--- src/sv/assert_macros.svh ---
// assertion helpers included by qaar_back
`ifndef ASSERT_MACROS_SVH
`define ASSERT_MACROS_SVH

// property checked on every clock edge outside reset
`define ASSERT_CLK(label, clk, rstn, prop, msg) \
  label: assert property (@(posedge clk) disable iff (!rstn) (prop)) else $error(msg);

// implication checked on the next edge
`define ASSERT_NEXT(label, clk, rstn, ante, cons, msg) \
  label: assert property (@(posedge clk) disable iff (!rstn) (ante) |=> (cons)) \
    else $error(msg);

`endif

--- src/sv/qaar_pkg.sv ---
`timescale 1ns / 1ps
// ----------------------------------------------------------------------------
// qaar_pkg
// shared types and constants of the quaternion axis-angle rotator
// ----------------------------------------------------------------------------
package qaar_pkg;

  localparam int AXIS_W  = 16;
  localparam int ANGLE_W = 16;
  localparam int TRIG_W  = 16;  // signed Q14 sine and cosine, -16384..16384

  localparam logic [30:0] KC1 = 31'd1686629713;
  localparam logic [30:0] KC3 = 31'd693598668;
  localparam logic [30:0] KC5 = 31'd85569306;
  localparam logic [30:0] KC7 = 31'd5026995;
  localparam logic [30:0] KC9 = 31'd172273;
  localparam logic [30:0] ONE_Q30 = 31'd1073741824;

  // classified front result: half angle split into two kernel arguments
  typedef struct packed {
    logic [15:0] ts;   // sine kernel argument, Q15 0..32768
    logic [15:0] tc;   // cosine kernel argument
    logic        cneg; // cosine is negated
  } trig_arg_t;

endpackage

--- src/sv/qaar_front.sv ---
`timescale 1ns / 1ps
// ----------------------------------------------------------------------------
// qaar_front
// input stage: registers items and classifies the half angle quadrant
// ----------------------------------------------------------------------------
module qaar_front #(
  parameter int CoordW = 24
) (
  input  logic                       clk_i,
  input  logic                       rst_ni,
  input  logic                       push_i,
  output logic                       full_o,
  input  logic signed [CoordW-1:0]   px_i, py_i, pz_i,
  input  logic signed [15:0]         ax_i, ay_i, az_i,
  input  logic [15:0]                angle_i,
  output logic                       vld_o,
  input  logic                       rdy_i,
  output logic [3*CoordW+48-1:0]     data_o,
  output qaar_pkg::trig_arg_t        arg_o
);

  logic vld_q;
  logic [3*CoordW+48-1:0] data_q;
  qaar_pkg::trig_arg_t arg_q, arg_d;

  always_comb begin
    if (!angle_i[15]) begin
      arg_d.ts = {1'b0, angle_i[14:0]};
      arg_d.tc = 16'd32768 - {1'b0, angle_i[14:0]};
      arg_d.cneg = 1'b0;
    end else begin
      arg_d.ts = 16'd32768 - {1'b0, angle_i[14:0]};
      arg_d.tc = {1'b0, angle_i[14:0]};
      arg_d.cneg = 1'b1;
    end
  end

  assign full_o = vld_q && !rdy_i;

  always_ff @(posedge clk_i or negedge rst_ni) begin
    if (!rst_ni) vld_q <= 1'b0;
    else if (!full_o) vld_q <= push_i;
  end

  always_ff @(posedge clk_i) begin
    if (push_i && !full_o) begin
      data_q <= {px_i, py_i, pz_i, ax_i, ay_i, az_i};
      arg_q  <= arg_d;
    end
  end

  assign vld_o = vld_q;
  assign data_o = data_q;
  assign arg_o = arg_q;

endmodule

--- config.mk ---
export PLATFORM = sky130hd
export DESIGN_NAME = qaar_front
export DESIGN_NICKNAME = d
export VERILOG_FILES = /design/src/sv/assert_macros.svh /design/src/sv/qaar_pkg.sv /design/src/sv/qaar_front.sv
export SDC_FILE = /design/constraint.sdc
export NUM_CORES = 1
export LEC_CHECK = 0
export BUFFER_PORTS_ARGS = -buffer_cell sky130_fd_sc_hd__buf_2
export CAP_MARGIN = 20
export CORE_MARGIN = 4
export CORE_UTILIZATION = 44
export DETAILED_ROUTE_END_ITERATION = 7
export MAX_ROUTING_LAYER = met4
export PLACE_DENSITY = 0.78
export SYNTH_ARGS = -nofsm -noshare
export SYNTH_HDL_FRONTEND = slang
export SYNTH_SLANG_ARGS = --single-unit
export TNS_END_PERCENT = 10
--- constraint.sdc ---
create_clock -name clk_i -period 6.1 [get_ports clk_i]
set_clock_uncertainty 0.2 [all_clocks]
set_input_delay 1.22 -clock clk_i [delete_from_list [all_inputs] [get_ports clk_i]]
set_output_delay 1.22 -clock clk_i [all_outputs]
set_load 0.1 [all_outputs]
## Yosys cells after proc, flatten, opt, wreduce, memory -nomap -nowiden

Cells that the tools add are included.

- Bits in registers: 154
- Input bits: 140
- Output and inout bits: 155
- Word-level logic and storage cells: 13

- Add/subtract/negate cells: 1
- Muxes and demuxes: 1
- Reductions and logical operators: 4

Operators by type and width:

| kind | number |
|---|---|
| 32-bit 2-to-1 mux | 1 |
| 16-bit by 15-bit subtractor with 16-bit output, first input constant | 1 |
| 1-bit logical AND | 2 |
| 1-bit logical NOT | 2 |

## Logic depth before layout (Yosys ltp)

- Depth after elaboration: 4
- Mapped depth: 5

## Worst setup path before layout

Ideal clock, no wire load.

- Path kind: input port to flip-flop
- From: in rdy_i
- To: reg arg_q, in the netlist arg_o[0], enable pin
- Library setup time: 0.530 ns
- Data arrival time: 4.866 ns
- Path slack: 0.503 ns
- Stages: 2
- Buffers on the path: 0
- Path through: nand2b_1 and2_1

- Cells in the longest elaborated chain, start to end: 4

RTL lines:

| element | RTL line | RTL |
|---|---|---|
| start: declaration | qaar_front.sv:17 | `input logic rdy_i,` |
| 1-bit logical NOT | qaar_front.sv:38 | `assign full_o = vld_q && !rdy_i;` |
| 1-bit logical AND | qaar_front.sv:38 |  |
| 1-bit logical NOT | qaar_front.sv:46 | `if (push_i && !full_o) begin` |
| 1-bit logical AND | qaar_front.sv:46 |  |
| end signal: assignment | qaar_front.sv:48 | `arg_q <= arg_d;` |
| end: declaration | qaar_front.sv:24 | `qaar_pkg::trig_arg_t arg_q, arg_d;` |

Every way passes these cells.
A chain may end at the register's enable or synchronous reset.

## Worst setup path in the final report

- From: in rdy_i
- To: out full_o

- Cells in the longest elaborated chain, start to end: 2

RTL lines:

| element | RTL line | RTL |
|---|---|---|
| 1-bit logical NOT | qaar_front.sv:38 |  |
| 1-bit logical AND | qaar_front.sv:38 |  |
| end: declaration | qaar_front.sv:12 | `output logic full_o,` |

Every way passes these cells.

==> metrics.md <==
| Metric | Value |
|---|---|
| Hold endpoint | vld_o$_DFFE_PN0N_ |
| Setup violators final | 0 |
| Slew at the pin closest to its max-slew limit | 873 ps |
| PD cells | 387 nW/um^2 |
| DIE WIDTH | 117 microns |
| P_leak | 3.12 nW |
| Worst path bufs/invs | 3 |
| Top-level port count | 295 |
| Initial core utilization | 45.5% |
| Max clock buf depth | 2 |
| Port Buffer Count | 294 |
| Total number of vias | 3405 |
| Peak supply drop | 0.215 mV |
| Remaining antenna violation count after routing | 0 |
| Post-Synthesis Cell Area | 5260 sq um |
| CTS resizes | 0 |
| Initial antenna violation count | 1 |
| Crit path top cell by count | buf_2 |
| Synthesized instance count | 243 |
| Final Wtd Congestion | 0.846 |
| Number of synthesized register bits | 153 |
| CTS tree | built |
| CTS root buffer | clkbuf_16 |
| Slew Viols, Final | 0 |
| Final Util | 64.5% |
| Multi-input gate area | 594 sq um |
| Worst Path Required | 4680 ps |
| WP data arrival | 2000 ps |
| Reg2Reg Setup Slack | 3770 ps |
| Synth Area in Compound Gates | 2.81% |
| Synth Area in Simple Gates | 3.66% |
| Clk slew on worst S/H paths | 60 ps |
| Kind of end point of the critical path | primary output |
| HP Class | reg2reg |
| FF-to-FF path depth | 3 |
| Layout area overhead | 41.8% |
| Layout cell share with drive strength beyond 1 | 59.7% |
| Number of synthesized flops with an enable pin | 152 |
| CTS H-tree depth | 4 |
| DRT Wirelength | 14100 microns |
| Final min period | 3420 ps |
| Mux cell area share after synthesis | 0.214% |
| Grt total ovfl | 0 |
| Sum Neg Setup Slack | 0 ps |
| Startpoint types | input pin |
| Final period util | 56.0% |
| Post-synthesis xor/xnor area fraction | 4.33% |
| CTS buffer count | 17 |
| Synthesized Nets | 384 |
| DRC | 0 |
| Fin nets | 687 |
| Most common cell after layout, fill and taps aside | buf_2 |
| Main combinational cell family by area after synthesis | XOR/XNOR gates |
| FILL cells | 859 |
| CP max-delay cell | buf_2 |
| Synth Flop Type | edfxtp_1 |
| Synth warn | 0 |
| Worst reg2reg path startpoint | vld_o$_DFFE_PN0N_ |
| Yosys cell types | 31 |
| Status | finished, final reports clean |
| Post-CTS Hold Fix Bufs | 0 |
| Mean routed wirelength per cell | 20.0 microns |
| CP Cell Sequence | buf_2 -> nand2b_1 -> inv_1 -> buf_2 |
| Vias in the first global route | 3453 |
| Core ar. | 11600 sq um |
| Initial DRC count | 258 |
| Max-Cap Viols | 0 |
| Via/cell ratio | 4.84 |
| WS Path Type | in2out |
| Worst r2r dst | data_o[14]$_DFFE_PP_ |
| Clock Latency Late Sink | 400 ps |
| TritonCTS Sinks | 153 |
| Pre-CTS WS | 2730 ps |
| Count of final hold-check violations | 0 |
| CP peak stage delay | 420 ps |
| Worst setup margin | 2680 ps |
| Synthesized-area fraction occupied by adder cells | 0.238% |
| Rows | 39 |
| First-pass GRT wire length | 21000 microns |
| Crit Path Max Fanout | 3 |
| Drt pass-1 iters | 5 |
| Max-slew headroom | 41.8% |
| Die area | 13800 sq um |
| Post-DP HPWL | 10700 microns |
| Largest net degree at the start of global routing | 88 |
| Min-delay src | vld_o$_DFFE_PN0N_ |
| Pwr Total | 0.00288 W |
| Fmax | 293 MHz |
| Register area share after synthesis | 87.3% |
| Ys async rst share | 0.654% |
| WHS Path Cells | 2 |
| Gr usage total | 20.7% |
| Number of setup buffers added after CTS | 0 |
| Chip Height | 117 microns |
| Family with the most delay on the worst path | buffers and inverters |
| Mean Syn Cell Area | 21.6 sq um |
| Most frequent cells in the layout | buf_2, edfxtp_1, xor2_1 |
| FF/Latch Area | 4590 sq um |
| RSZ-0062 raised after global routing | no |
[layout make-up]
class | instances | area share [%]
Sequential cell | 153 | 61.6
Timing Repair Buffer | 295 | 20.0
Multi-Input combinational cell | 75 | 7.97
Clock buffer | 18 | 5.76
Tap cell | 143 | 2.40
Clock inverter | 14 | 2.08
Inverter | 4 | 0.201
Antenna cell | 1 | 0.0336
[worst reg2reg max path, stage by stage (launching register included)]
cell and delay, ps:
dfrtp_1 370, nand2b_1 130, and2_4 730, buf_12 520
[registers in the layout, summed over array words and instances (netlist names)]
signal / cells
vld_o: 1
data_o: 120
arg_o: 32
[synth_stat cells, types with 2 or more instances]
library cell | n | area (sq um)
nand2_1 | 3 | 11.3
inv_1 | 4 | 15.0
nor4b_2 | 2 | 30.0
nand2b_1 | 4 | 25.0
xnor2_1 | 7 | 61.3
buf_6 | 2 | 22.5
o21ai_0 | 3 | 15.0
nor2_1 | 4 | 15.0
nor3_1 | 2 | 10.0
a21oi_1 | 6 | 30.0
edfxtp_1 | 152 | 4560
a41oi_1 | 4 | 35.0
a31oi_1 | 8 | 50.1
o41ai_1 | 2 | 17.5
clkbuf_1 | 5 | 18.8
buf_2 | 2 | 10.0
xor2_1 | 19 | 166
[power by group]
group          internal [W]  switching [W]
combinational     0.0000853       0.000519
sequential          0.00123      0.0000153
clock              0.000638       0.000393
[metal layers]
layer  GRT usage (%)  up-vias  wire length [microns]
li1                -     1559                      -
met1            20.0     1656                   4710
met2            37.9      172                   8020
met3            7.84       18                   1120
met4            7.11        0                    223
met5               -        -                      0
[how the worst max path moves through the flow]
| stage | from | to | slack [ps] | depth (start not counted) |
|---|---|---|---|---|
| final | rdy_i | full_o | 2680 | 4 |
| after global placement | rdy_i | full_o | 2730 | 4 |
| after floorplan | rdy_i | arg_o[0]$_DFFE_PP_ | 500 | 2 |
| after global routing | rdy_i | full_o | 2650 | 4 |
| after detailed placement | rdy_i | full_o | 2730 | 4 |
| after CTS | rdy_i | full_o | 2680 | 4 |
[logic make-up (layout without fill, tap and decap cells)]
group                    after synthesis  in the layout
flip-flops                           153            153
XOR/XNOR                              26             26
AND/OR/NAND/NOR                       24             24
AO/OA/AOI/OAI                         23             23
buffers and inverters                 15            331
adder cells (fa/ha/maj)                1              1
multiplexers                           1              1
other                                  0              1
[metrics by stage]
step	cells	hold WS, ps	cell area, sq um
CTS	702	353	7450
finish	703	357	7460
global placement	670	311	6870
detailed placement	670	318	6870
floorplan	243	724	5260
global route	703	352	7460
(Power assumes the default switching activity.)
